--- src/rtl/core/sdsc_pkg.sv ---
// shared types, constants and the half-order table for the strict der check
`timescale 1ns / 1ps
`default_nettype none

package sdsc_pkg;

	localparam int unsigned WORD_W    = 64;
	localparam int unsigned NUM_WORDS = 8;
	localparam int unsigned IDX_W     = 3;
	localparam int unsigned POS_W     = 7;
	localparam int unsigned QDEPTH    = 2;
	localparam int unsigned QPTR_W    = $clog2(QDEPTH);

	localparam logic [POS_W-1:0] MAX_TOTAL = 7'd73;
	localparam logic [POS_W-1:0] MIN_POS   = 7'd8;
	localparam logic [POS_W-1:0] MAX_POS   = 7'd72;
	localparam logic [7:0] TAG_SEQ   = 8'h30;
	localparam logic [7:0] TAG_INT   = 8'h02;
	localparam logic [7:0] HASH_ALL  = 8'h01;
	localparam logic [7:0] MAX_ILEN  = 8'd33;
	localparam logic [7:0] FULL_ILEN = 8'd32;
	localparam logic [IDX_W-1:0] WORD_LAST = 3'd7;

	localparam logic [1:0] CMP_EQ      = 2'd0;
	localparam logic [1:0] CMP_LESS    = 2'd1;
	localparam logic [1:0] CMP_GREATER = 2'd2;

	typedef logic [WORD_W-1:0] word_t;

	typedef struct packed {
		logic                  ok;
		word_t [NUM_WORDS-1:0] words;
	} frame_t;

	typedef struct packed {
		logic full;
		logic empty;
	} qstat_t;

	function automatic logic len_ok(input logic [7:0] len);
		return (len != 8'd0) && (len <= MAX_ILEN);
	endfunction

	// byte idx of half the group order, most significant byte first
	function automatic logic [7:0] half_order(input logic [4:0] idx);
		logic [7:0] v;
		case (idx) inside
			5'd0:          v = 8'h7F;
			[5'd1:5'd15]:  v = 8'hFF;
			5'd16:         v = 8'h5D;
			5'd17:         v = 8'h57;
			5'd18:         v = 8'h6E;
			5'd19:         v = 8'h73;
			5'd20:         v = 8'h57;
			5'd21:         v = 8'hA4;
			5'd22:         v = 8'h50;
			5'd23:         v = 8'h1D;
			5'd24:         v = 8'hDF;
			5'd25:         v = 8'hE9;
			5'd26:         v = 8'h2F;
			5'd27:         v = 8'h46;
			5'd28:         v = 8'h68;
			5'd29:         v = 8'h1B;
			5'd30:         v = 8'h20;
			5'd31:         v = 8'hA0;
			default:       v = 8'h00;
		endcase
		return v;
	endfunction

endpackage

`default_nettype wire

--- src/rtl/core/sdsc_front.sv ---
// byte parser: strict der rules, low-s compare, r and s shift registers
`timescale 1ns / 1ps
`default_nettype none

module sdsc_front (
	input  wire logic            clk,
	input  wire logic            arst_n,
	input  wire logic            accept,
	input  wire logic [7:0]      sig_byte,
	input  wire logic            last_byte,
	output sdsc_pkg::frame_t     frame,
	output logic                 push
);

	logic [sdsc_pkg::POS_W-1:0] pos_q, pos_n;
	logic [7:0]   decl_q, decl_n;
	logic [7:0]   rlen_q, rlen_n;
	logic [7:0]   slen_q, slen_n;
	logic [7:0]   lead_q, lead_n;
	logic         err_q, err_n;
	logic [1:0]   cmp_q, cmp_n;
	logic [255:0] r_q, r_n;
	logic [255:0] s_q, s_n;
	logic         ok;

	logic [8:0] k9, rlen9, slen9, j9, jx9;
	logic [4:0] hidx;
	logic [7:0] hbyte;

	assign k9    = {2'b00, pos_q} - 9'd4;
	assign rlen9 = {1'b0, rlen_q};
	assign slen9 = {1'b0, slen_q};
	assign j9    = k9 - rlen9 - 9'd2;
	assign jx9   = j9 + 9'd32;
	assign hidx  = 5'(jx9 - slen9);
	assign hbyte = sdsc_pkg::half_order(hidx);

	always_comb begin
		pos_n  = pos_q;
		decl_n = decl_q;
		rlen_n = rlen_q;
		slen_n = slen_q;
		lead_n = lead_q;
		err_n  = err_q;
		cmp_n  = cmp_q;
		r_n    = r_q;
		s_n    = s_q;
		ok     = 1'b0;
		if (accept) begin
			err_n = err_q | (pos_q >= sdsc_pkg::MAX_TOTAL);
			if (!last_byte) begin
				if (pos_q < sdsc_pkg::MAX_TOTAL) begin
					pos_n = pos_q + 7'd1;
					if (pos_q == 7'd0) begin
						if (sig_byte != sdsc_pkg::TAG_SEQ) err_n = 1'b1;
					end else if (pos_q == 7'd1) begin
						decl_n = sig_byte;
					end else if (pos_q == 7'd2) begin
						if (sig_byte != sdsc_pkg::TAG_INT) err_n = 1'b1;
					end else if (pos_q == 7'd3) begin
						rlen_n = sig_byte;
						if (!sdsc_pkg::len_ok(sig_byte)) err_n = 1'b1;
					end else if (sdsc_pkg::len_ok(rlen_q)) begin
						if (k9 < rlen9) begin
							if (k9 == 9'd0) begin
								lead_n = sig_byte;
								if (sig_byte[7]) err_n = 1'b1;
							end else if (k9 == 9'd1 && rlen_q > 8'd1 && lead_q == 8'd0
									&& !sig_byte[7]) begin
								err_n = 1'b1;
							end
							r_n = {r_q[247:0], sig_byte};
						end else if (k9 == rlen9) begin
							if (sig_byte != sdsc_pkg::TAG_INT) err_n = 1'b1;
						end else if (k9 == rlen9 + 9'd1) begin
							slen_n = sig_byte;
							if (!sdsc_pkg::len_ok(sig_byte)) err_n = 1'b1;
							cmp_n = (sig_byte < sdsc_pkg::FULL_ILEN) ? sdsc_pkg::CMP_LESS
								: sdsc_pkg::CMP_EQ;
						end else if (!sdsc_pkg::len_ok(slen_q) || j9 >= slen9) begin
							err_n = 1'b1;
						end else begin
							if (j9 == 9'd0) begin
								lead_n = sig_byte;
								if (sig_byte[7]) err_n = 1'b1;
							end else if (j9 == 9'd1 && slen_q > 8'd1 && lead_q == 8'd0
									&& !sig_byte[7]) begin
								err_n = 1'b1;
							end
							s_n = {s_q[247:0], sig_byte};
							if (jx9 >= slen9 && cmp_q == sdsc_pkg::CMP_EQ) begin
								if (sig_byte < hbyte) cmp_n = sdsc_pkg::CMP_LESS;
								else if (sig_byte > hbyte) cmp_n = sdsc_pkg::CMP_GREATER;
							end
						end
					end
				end
			end else begin
				ok = !err_n
					&& sig_byte == sdsc_pkg::HASH_ALL
					&& pos_q >= sdsc_pkg::MIN_POS && pos_q <= sdsc_pkg::MAX_POS
					&& ({1'b0, decl_q} + 9'd2) == {2'b00, pos_q}
					&& sdsc_pkg::len_ok(rlen_q) && sdsc_pkg::len_ok(slen_q)
					&& (10'd6 + {2'b00, rlen_q} + {2'b00, slen_q}) == {3'b000, pos_q}
					&& cmp_q != sdsc_pkg::CMP_GREATER;
				pos_n  = '0;
				decl_n = '0;
				rlen_n = '0;
				slen_n = '0;
				lead_n = '0;
				err_n  = 1'b0;
				cmp_n  = sdsc_pkg::CMP_EQ;
				r_n    = '0;
				s_n    = '0;
			end
		end
	end

	always_comb begin
		frame.ok = ok;
		for (int i = 0; i < 4; i++) begin
			frame.words[i]     = ok ? r_q[255 - 64*i -: 64] : '0;
			frame.words[i + 4] = ok ? s_q[255 - 64*i -: 64] : '0;
		end
	end

	assign push = accept & last_byte;

	always_ff @(posedge clk or negedge arst_n) begin
		if (!arst_n) begin
			pos_q  <= '0;
			decl_q <= '0;
			rlen_q <= '0;
			slen_q <= '0;
			lead_q <= '0;
			err_q  <= 1'b0;
			cmp_q  <= sdsc_pkg::CMP_EQ;
			r_q    <= '0;
			s_q    <= '0;
		end else begin
			pos_q  <= pos_n;
			decl_q <= decl_n;
			rlen_q <= rlen_n;
			slen_q <= slen_n;
			lead_q <= lead_n;
			err_q  <= err_n;
			cmp_q  <= cmp_n;
			r_q    <= r_n;
			s_q    <= s_n;
		end
	end

endmodule

`default_nettype wire

--- src/rtl/core/sdsc_queue.sv ---
// short frame queue between parser and word emitter
`timescale 1ns / 1ps
`default_nettype none

module sdsc_queue (
	input  wire logic              clk,
	input  wire logic              arst_n,
	input  wire logic              push,
	input  wire sdsc_pkg::frame_t  wr_frame,
	input  wire logic              pop,
	output sdsc_pkg::frame_t       head,
	output sdsc_pkg::qstat_t       stat
);

	sdsc_pkg::frame_t entry_q [sdsc_pkg::QDEPTH];
	logic [sdsc_pkg::QPTR_W-1:0] wr_q, rd_q;
	logic [sdsc_pkg::QPTR_W:0]   cnt_q;

	assign stat.full  = (cnt_q == (sdsc_pkg::QPTR_W+1)'(sdsc_pkg::QDEPTH));
	assign stat.empty = (cnt_q == '0);
	assign head       = entry_q[rd_q];

	always_ff @(posedge clk) begin
		if (push) entry_q[wr_q] <= wr_frame;
	end

	always_ff @(posedge clk or negedge arst_n) begin
		if (!arst_n) begin
			wr_q  <= '0;
			rd_q  <= '0;
			cnt_q <= '0;
		end else begin
			if (push) wr_q <= wr_q + 1'b1;
			if (pop) rd_q <= rd_q + 1'b1;
			case ({push, pop})
				2'b10:   cnt_q <= cnt_q + 1'b1;
				2'b01:   cnt_q <= cnt_q - 1'b1;
				default: cnt_q <= cnt_q;
			endcase
		end
	end

endmodule

`default_nettype wire

--- src/rtl/core/sdsc_back.sv ---
// word emitter: walks the eight words of the head frame
`timescale 1ns / 1ps
`default_nettype none

module sdsc_back (
	input  wire logic                        clk,
	input  wire logic                        arst_n,
	input  wire sdsc_pkg::frame_t            head,
	input  wire sdsc_pkg::qstat_t            stat,
	output logic                             pop,
	output logic                             m_tvalid,
	input  wire logic                        m_tready,
	output logic [sdsc_pkg::WORD_W-1:0]      m_tdata,
	output logic [sdsc_pkg::IDX_W:0]         m_tuser,
	output logic                             m_tlast
);

	logic [sdsc_pkg::IDX_W-1:0] idx_q;
	logic                       take;

	assign m_tvalid = !stat.empty;
	assign m_tdata  = head.words[idx_q];
	assign m_tuser  = {head.ok, idx_q};
	assign m_tlast  = (idx_q == sdsc_pkg::WORD_LAST);
	assign take     = m_tvalid & m_tready;
	assign pop      = take & m_tlast;

	always_ff @(posedge clk or negedge arst_n) begin
		if (!arst_n) begin
			idx_q <= '0;
		end else if (take) begin
			idx_q <= idx_q + 1'b1;
		end
	end

endmodule

`default_nettype wire

--- src/rtl/core/strict_der_signature_check.sv ---
// top level of the strict der signature check with low-s rule
//
//  channel | dir | tdata            | tuser                       | tlast
//  s_*     | in  | [7:0] sig_byte   | -                           | last_byte
//  m_*     | out | [63:0] word_value| [2:0] word_index, [3] valid | last_word
//
// one byte per cycle enters the parser while the queue is not full, checks finish as the byte arrives
// the last byte queues a frame of eight words; words leave one per cycle while m_tready is high
// a queue of two frames sits between parser and emitter; input stalls only when full
// reset clears parser state and empties the queue
`timescale 1ns / 1ps
`default_nettype none

module strict_der_signature_check (
	input  wire logic        clk,
	input  wire logic        arst_n,
	input  wire logic        s_tvalid,
	output logic             s_tready,
	input  wire logic [7:0]  s_tdata,   // [7:0] sig_byte
	input  wire logic        s_tlast,
	output logic             m_tvalid,
	input  wire logic        m_tready,
	output logic [63:0]      m_tdata,   // [63:0] word_value
	output logic [3:0]       m_tuser,   // [2:0] word_index, [3] sig_valid
	output logic             m_tlast
);

	sdsc_pkg::frame_t new_frame, head;
	sdsc_pkg::qstat_t stat;
	logic             accept, push, pop;

	assign s_tready = !stat.full;
	assign accept   = s_tvalid & s_tready;

	sdsc_front u_front (
		.clk       (clk),
		.arst_n    (arst_n),
		.accept    (accept),
		.sig_byte  (s_tdata),
		.last_byte (s_tlast),
		.frame     (new_frame),
		.push      (push)
	);

	sdsc_queue u_queue (
		.clk      (clk),
		.arst_n   (arst_n),
		.push     (push),
		.wr_frame (new_frame),
		.pop      (pop),
		.head     (head),
		.stat     (stat)
	);

	sdsc_back u_back (
		.clk      (clk),
		.arst_n   (arst_n),
		.head     (head),
		.stat     (stat),
		.pop      (pop),
		.m_tvalid (m_tvalid),
		.m_tready (m_tready),
		.m_tdata  (m_tdata),
		.m_tuser  (m_tuser),
		.m_tlast  (m_tlast)
	);

endmodule

`default_nettype wire

--- config.mk ---
export PLATFORM = sky130hd
export DESIGN_NAME = strict_der_signature_check
export DESIGN_NICKNAME = d
export VERILOG_FILES = /design/src/rtl/core/sdsc_pkg.sv /design/src/rtl/core/sdsc_front.sv /design/src/rtl/core/sdsc_queue.sv /design/src/rtl/core/sdsc_back.sv /design/src/rtl/core/strict_der_signature_check.sv
export SDC_FILE = /design/constraint.sdc
export NUM_CORES = 2
export LEC_CHECK = 0
export BUFFER_PORTS_ARGS = -buffer_cell sky130_fd_sc_hd__buf_2
export CAP_MARGIN = 30
export CORE_AREA = 2 2 395 397
export CTS_CLUSTER_SIZE = 20
export DETAILED_ROUTE_END_ITERATION = 16
export DIE_AREA = 0 0 397 399
export PLACE_DENSITY = 0.69
export SYNTH_ARGS = -nofsm -noshare
export SYNTH_HDL_FRONTEND = slang
export SYNTH_SLANG_ARGS = --single-unit
--- constraint.sdc ---
create_clock -name clk -period 22.3 [get_ports clk]
set_input_delay 4.46 -clock clk [delete_from_list [all_inputs] [get_ports clk]]
set_output_delay 4.46 -clock clk [all_outputs]
set_load 0.05 [all_outputs]
Word level (Yosys, flattened, before mapping)
Memories as Yosys holds them, arrays and structs flattened. Index checks and enable logic that the tools add are counted.

Register bits: 561. Latch bits: 0. RAM bits: 1026. Bits in read-only memories: 0. Input port bits: 13. Output and inout port bits: 71. Logic and storage cells: 272. Memories: 1.

Add/sub/neg operators: 15. $mul: 0. Divide/modulo/power cells: 0. Order comparisons: 18. Eq/ne operators: 46. Shift operators: 0. Multiplexer cells: 121. Bitwise gates (word level): 5. Reduce and logical (&&, ||, !) cells: 53.

Memory list: u_queue.entry_q (depth 2, width 513, rd ports 1, clocked after memory_dff 0, wr ports 1, RTL line sdsc_queue.sv:15) `sdsc_pkg::frame_t entry_q [sdsc_pkg::QDEPTH];`.

Operator list (count): $mux 256 (19); $mux 64 (9); $mux 8 (51); $bmux 64 s3 (1); $eq 5x5->1 const B (16); $mux 2 (14); $le 8x6->1 const B (3); $mux 1 (24); $reduce_and 12->1 (2); $reduce_bool 8->1 (3); $logic_and 1x1->1 (19); $eq 9x1->1 const B (2); $ge 9x8->1 (2); $logic_not 9->1 (2); $ne 2x2->1 const B (9); $gt 8x1->1 const B (2); $eq 7x2->1 const B (2); $mux 7 (2); $reduce_bool 2->1 (7); $ne 3x2->1 const B (4); $reduce_and 11->1 (1); $add 9x8->10 (1); $eq 10x7->1 (1); $reduce_and 10->1 (1); other kinds (50) (61).

Logic depth before layout (Yosys ltp)
Word-level depth: 39. Gate-level depth with buffers: 23. Gate-level depth less buffers: 22.

Cells and area by module
From an unflattened synthesis, not the netlist that was laid out.

Cell total of the unflattened synthesis: 4728. Area total of the unflattened synthesis: 70670.3 sq um.

Modules (own cells, without submodules): sdsc_queue (instances 1, cells each 1612, area each 39220.1 sq um, sequential area each 30909.6 sq um); sdsc_front (instances 1, cells each 2875, area each 27456.3 sq um, sequential area each 13863.3 sq um); sdsc_back (instances 1, cells each 239, area each 3983.8 sq um, sequential area each 75.1 sq um); strict_der_signature_check (instances 1, cells each 2, area each 10.0 sq um, sequential area each 0.0 sq um).

Worst setup path after synthesis
Ideal clock, no wire load.

Kind: input to register. Start: in s_tlast. End: mem u_queue.entry_q[0][0] in the netlist's numbering (enable). Setup time: 1.404 ns. Data arrival time: 26.211 ns. Data required time: 20.896 ns. Path slack: -5.315 ns. Cell stages on the path: 3. Path buffers: 1. Path through: clkbuf_1 -> nand3_1 -> nor2_1.

Word-level cells in the longest chain between the ends: 3.

Ends and longest elaborated chain: start, declared (RTL line strict_der_signature_check.sv:20) `input wire logic s_tlast,`; $and 1x1->1 (RTL line sdsc_front.sv:127) `assign push = accept & last_byte;`; $mux 1 (RTL line sdsc_queue.sv:24) `if (push) entry_q[wr_q] <= wr_frame;`; $mux 1 (implied by the code) (RTL line sdsc_queue.sv:24); end, declared (RTL line sdsc_queue.sv:15).

No other way between the ends.

Final worst setup path
Start: reg u_queue.rd_q. End: out m_tdata[49].

Word-level cells in the longest chain between the ends: 3.

Ends and longest elaborated chain: start, declared (RTL line sdsc_queue.sv:16) `logic [sdsc_pkg::QPTR_W-1:0] wr_q, rd_q;`; start signal, assigned (RTL line sdsc_queue.sv:34) `if (pop) rd_q <= rd_q + 1'b1;`; $mem_v2 2x513; $bmux 64 s3 (RTL line sdsc_back.sv:22) `assign m_tdata = head.words[idx_q];`; $mux 64 (implied by the code) (RTL line sdsc_back.sv:22); end, declared (RTL line strict_der_signature_check.sv:23) `output logic [63:0] m_tdata,`.

No other way between the ends. The select of a mux whose other input is x is not followed.

==> out/qor.yml <==
critPathMostFrequentCell: "buf_4"
ys_seq_area_share_pct: 65.0
timing.setup.tns_ns: 0
grt_max_degree: 180
drv_cap: 0
areaGrowthSynthToFinish_pct: 11.3
synth_cell_types: 72
end_kind: "primary output"
r2r_slack_ns: 14.88
status: "complete, no violations"
drt_iter0_drc: 3610
start_util_pct: 44.9
start_kind: "flip-flop"
tightest_slew_ns: 1.14
ctsResizeCount: 0
vias: 38700
cts-root-buf: "clkbuf_16"
drt-pass1-iter-count: 5
dp_hpwl_um: 97700
muxShareOfSynthArea_pct: 11.0
relSlewSlack_pct: 23.7
fmax_mhz: 103
yosysWarnings: 0
setup_ws_ns: 12.63
die_h_um: 399
skew_ns: 0.0505
finalCriticalPeriod_ns: 9.67
overflow: 0
drc: 0
core_area_um2: 154000
ant_nets: 0
io_pins: 84
drv_slew: 0
cts_buffers: 159
peakVddDrop_mv: 0.371
synth_cells: 4351
port_buffers: 83
viasPerCell: 5.95
required_ns: 17.84
synth_top_area_cell: "edfxtp_1"
cellLeakagePower_nw: 28.4
gp_congestion: 0.844
grt_pass1_wl_um: 248000
grt_pass1_vias: 39400
synth_edf_count: 1026
wl_um: 162000
wire_per_inst_um: 24.9
power_density_nw_per_um2: 144
rsz0062_at_grt: "false"
min_path_type: "reg2reg"
nets: 4409
rows: 144
htreeDepth: 4
crit_buf_inv: 4
synth-compound-area-share_pct: 8.37
p_total_mw: 11.1
critPathMaxStageDelay_ns: 0.78
synth_fa_ha_area_share_pct: 1.45
post_cts_buffers: 0
synth_top_family_by_area: "simple AND/OR/NAND/NOR gates"
avgSynthCellArea_um2: 15.9
hold_buffers: 0
clk_path_buf_depth: 3
worstPathCellList: "buf_4, buf_4, buf_4, mux4_2, mux4_2, buf_2"
path_clk_slew_ns: 0.06
min_period_over_period_pct: 43.4
async_reset_ff_share_pct: 35.3
arrival_ns: 5.21
die_w_um: 397
setup_violations: 0
critical_path.slowest_cell: "buf_4"
dieArea_um2: 158000
dominantRegCellSynth: "edfxtp_1"
synthTopCellsByArea: "edfxtp_1 (45%), dfrtp_1 (20%), mux4_2 (10%)"
path_delay_family: "buffers and inverters"
synthXorXnorAreaFrac_pct: 0.618
grt_util_met3_pct: 3.86
drive_gt1_share_pct: 16.7
cts_tree: "yes"
antenna_found_initial: 9
dpl.cell_count: 6197
grt-busiest-layer: "met2"
synth-simple-area-share_pct: 11.3
path_max_fanout: 42
synthesis.area_um2: 69000
grtUsageMet2_pct: 33.5
pre_cts_slack_ns: 13.03
hold_viol: 0
layoutNonFillerInstCount: 6502
postSynthRegisterBits: 1587
netlist.area_leader.share_pct: 44.6
setup.worst_path.class: "reg2out"
synth_fp_nets: 4442
grt_usage_pct: 20.5
grt_use_met1_pct: 27.8
clock_sinks: 1587
clk_latency_ns: 0.79
==> flip-flops by register name, indices dropped and copies added, names as in the netlist, 3 cells and up <==
signal and count:
u_front.lead_q 8, u_front.decl_q 8, u_front.rlen_q 8, u_queue.entry_q 1026
u_front.s_q 256, u_front.pos_q 7, u_back.idx_q 3, u_front.r_q 256
u_front.slen_q 8
==> synthesized netlist by cell type (5+ instances only) <==
cell type / instances
edfxtp_1: 1026
dfrtp_1: 561
and2_1: 524
mux4_2: 320
nor2b_1: 260
nor3b_1: 259
a22o_1: 256
a221o_1: 248
clkbuf_1: 224
buf_2: 84
ha_1: 75
inv_1: 57
nand2_1: 49
o21ai_0: 44
buf_1: 38
a21oi_1: 35
nor2_1: 35
xnor2_1: 31
nand3_1: 22
mux2_2: 17
nor3_1: 17
mux2i_1: 14
nor4_1: 10
xor2_1: 10
a311o_1: 9
a21o_1: 7
and3_1: 7
or3_1: 7
nand2b_1: 6
nand4_1: 6
o2111ai_1: 6
o22ai_1: 6
a211oi_1: 5
==> cells in the final DEF, fill, tap and decap left out, types with 58 or more instances in the layout <==
master | Yosys | final
a221o_1 | 248 | 248
a22o_1 | 256 | 256
and2_1 | 524 | 524
buf_2 | 84 | 81
clkbuf_1 | 224 | 58
clkbuf_16 | 0 | 163
dfrtp_1 | 561 | 557
edfxtp_1 | 1026 | 1026
ha_1 | 75 | 75
mux4_2 | 320 | 320
nor2b_1 | 260 | 260
nor3b_1 | 259 | 258
==> final cells by class <==
class,instances,area [µm²]
antenna,1,2.50
tap,2044,2560
multi-input combinational,2360,22600
timing repair buffer,153,1180
inverter,57,214
clock inverter,55,786
sequential,1587,44900
clock buffer,245,4630
fill,12500,76900
==> report_power, final <==
part	internal [mW]	switching, mW	total [mW]	leakage (nW)
sequential	3.47	0.204	3.67	17.3
combinational	1.51	3.15	4.66	8.50
clock	1.59	1.14	2.73	2.62
==> layer usage <==
layer  wire [µm]  vias up
met1       67800    20400
met3        9780      235
li1            -    16900
met2       79700     1153
met4        4590        2
met5          13        -
==> final timing paths <==
kind,from,end,cells after the start
max,u_queue.rd_q,m_tdata[49],6
min,u_queue.cnt_q[1],u_queue.cnt_q[1],1
max in group asynchronous,arst_n,u_back.idx_q[1],4
min in group asynchronous,arst_n,u_front.s_q[93],1
min reg2reg,u_queue.cnt_q[1],u_queue.cnt_q[1],1
max reg2reg,u_front.pos_q[2],u_front.s_q[119],22
==> cells by family (layout without fill, tap and decap cells) <==
logic type	after synthesis	in the layout
muxes	353	353
other	0	1
buffers and inverters	404	510
and+or+nand+nor	1226	1226
xor gates and xnor gates	44	44
AOI/OAI and AO/OA	659	659
DFF	1587	1587
adders and majority gates	78	78
==> per-stage QoR <==
stage	hold WS (ns)	instance area (µm²)	util, %
2_1_floorplan	0.457	69000	-
3_3_place_gp	0.472	71200	46.3
3_5_place_dp	0.483	71300	46.4
4_1_cts	0.494	76700	49.9
5_1_grt	0.503	76800	50.0
6_report	0.495	76800	50.0
(Power assumes the default switching activity.)
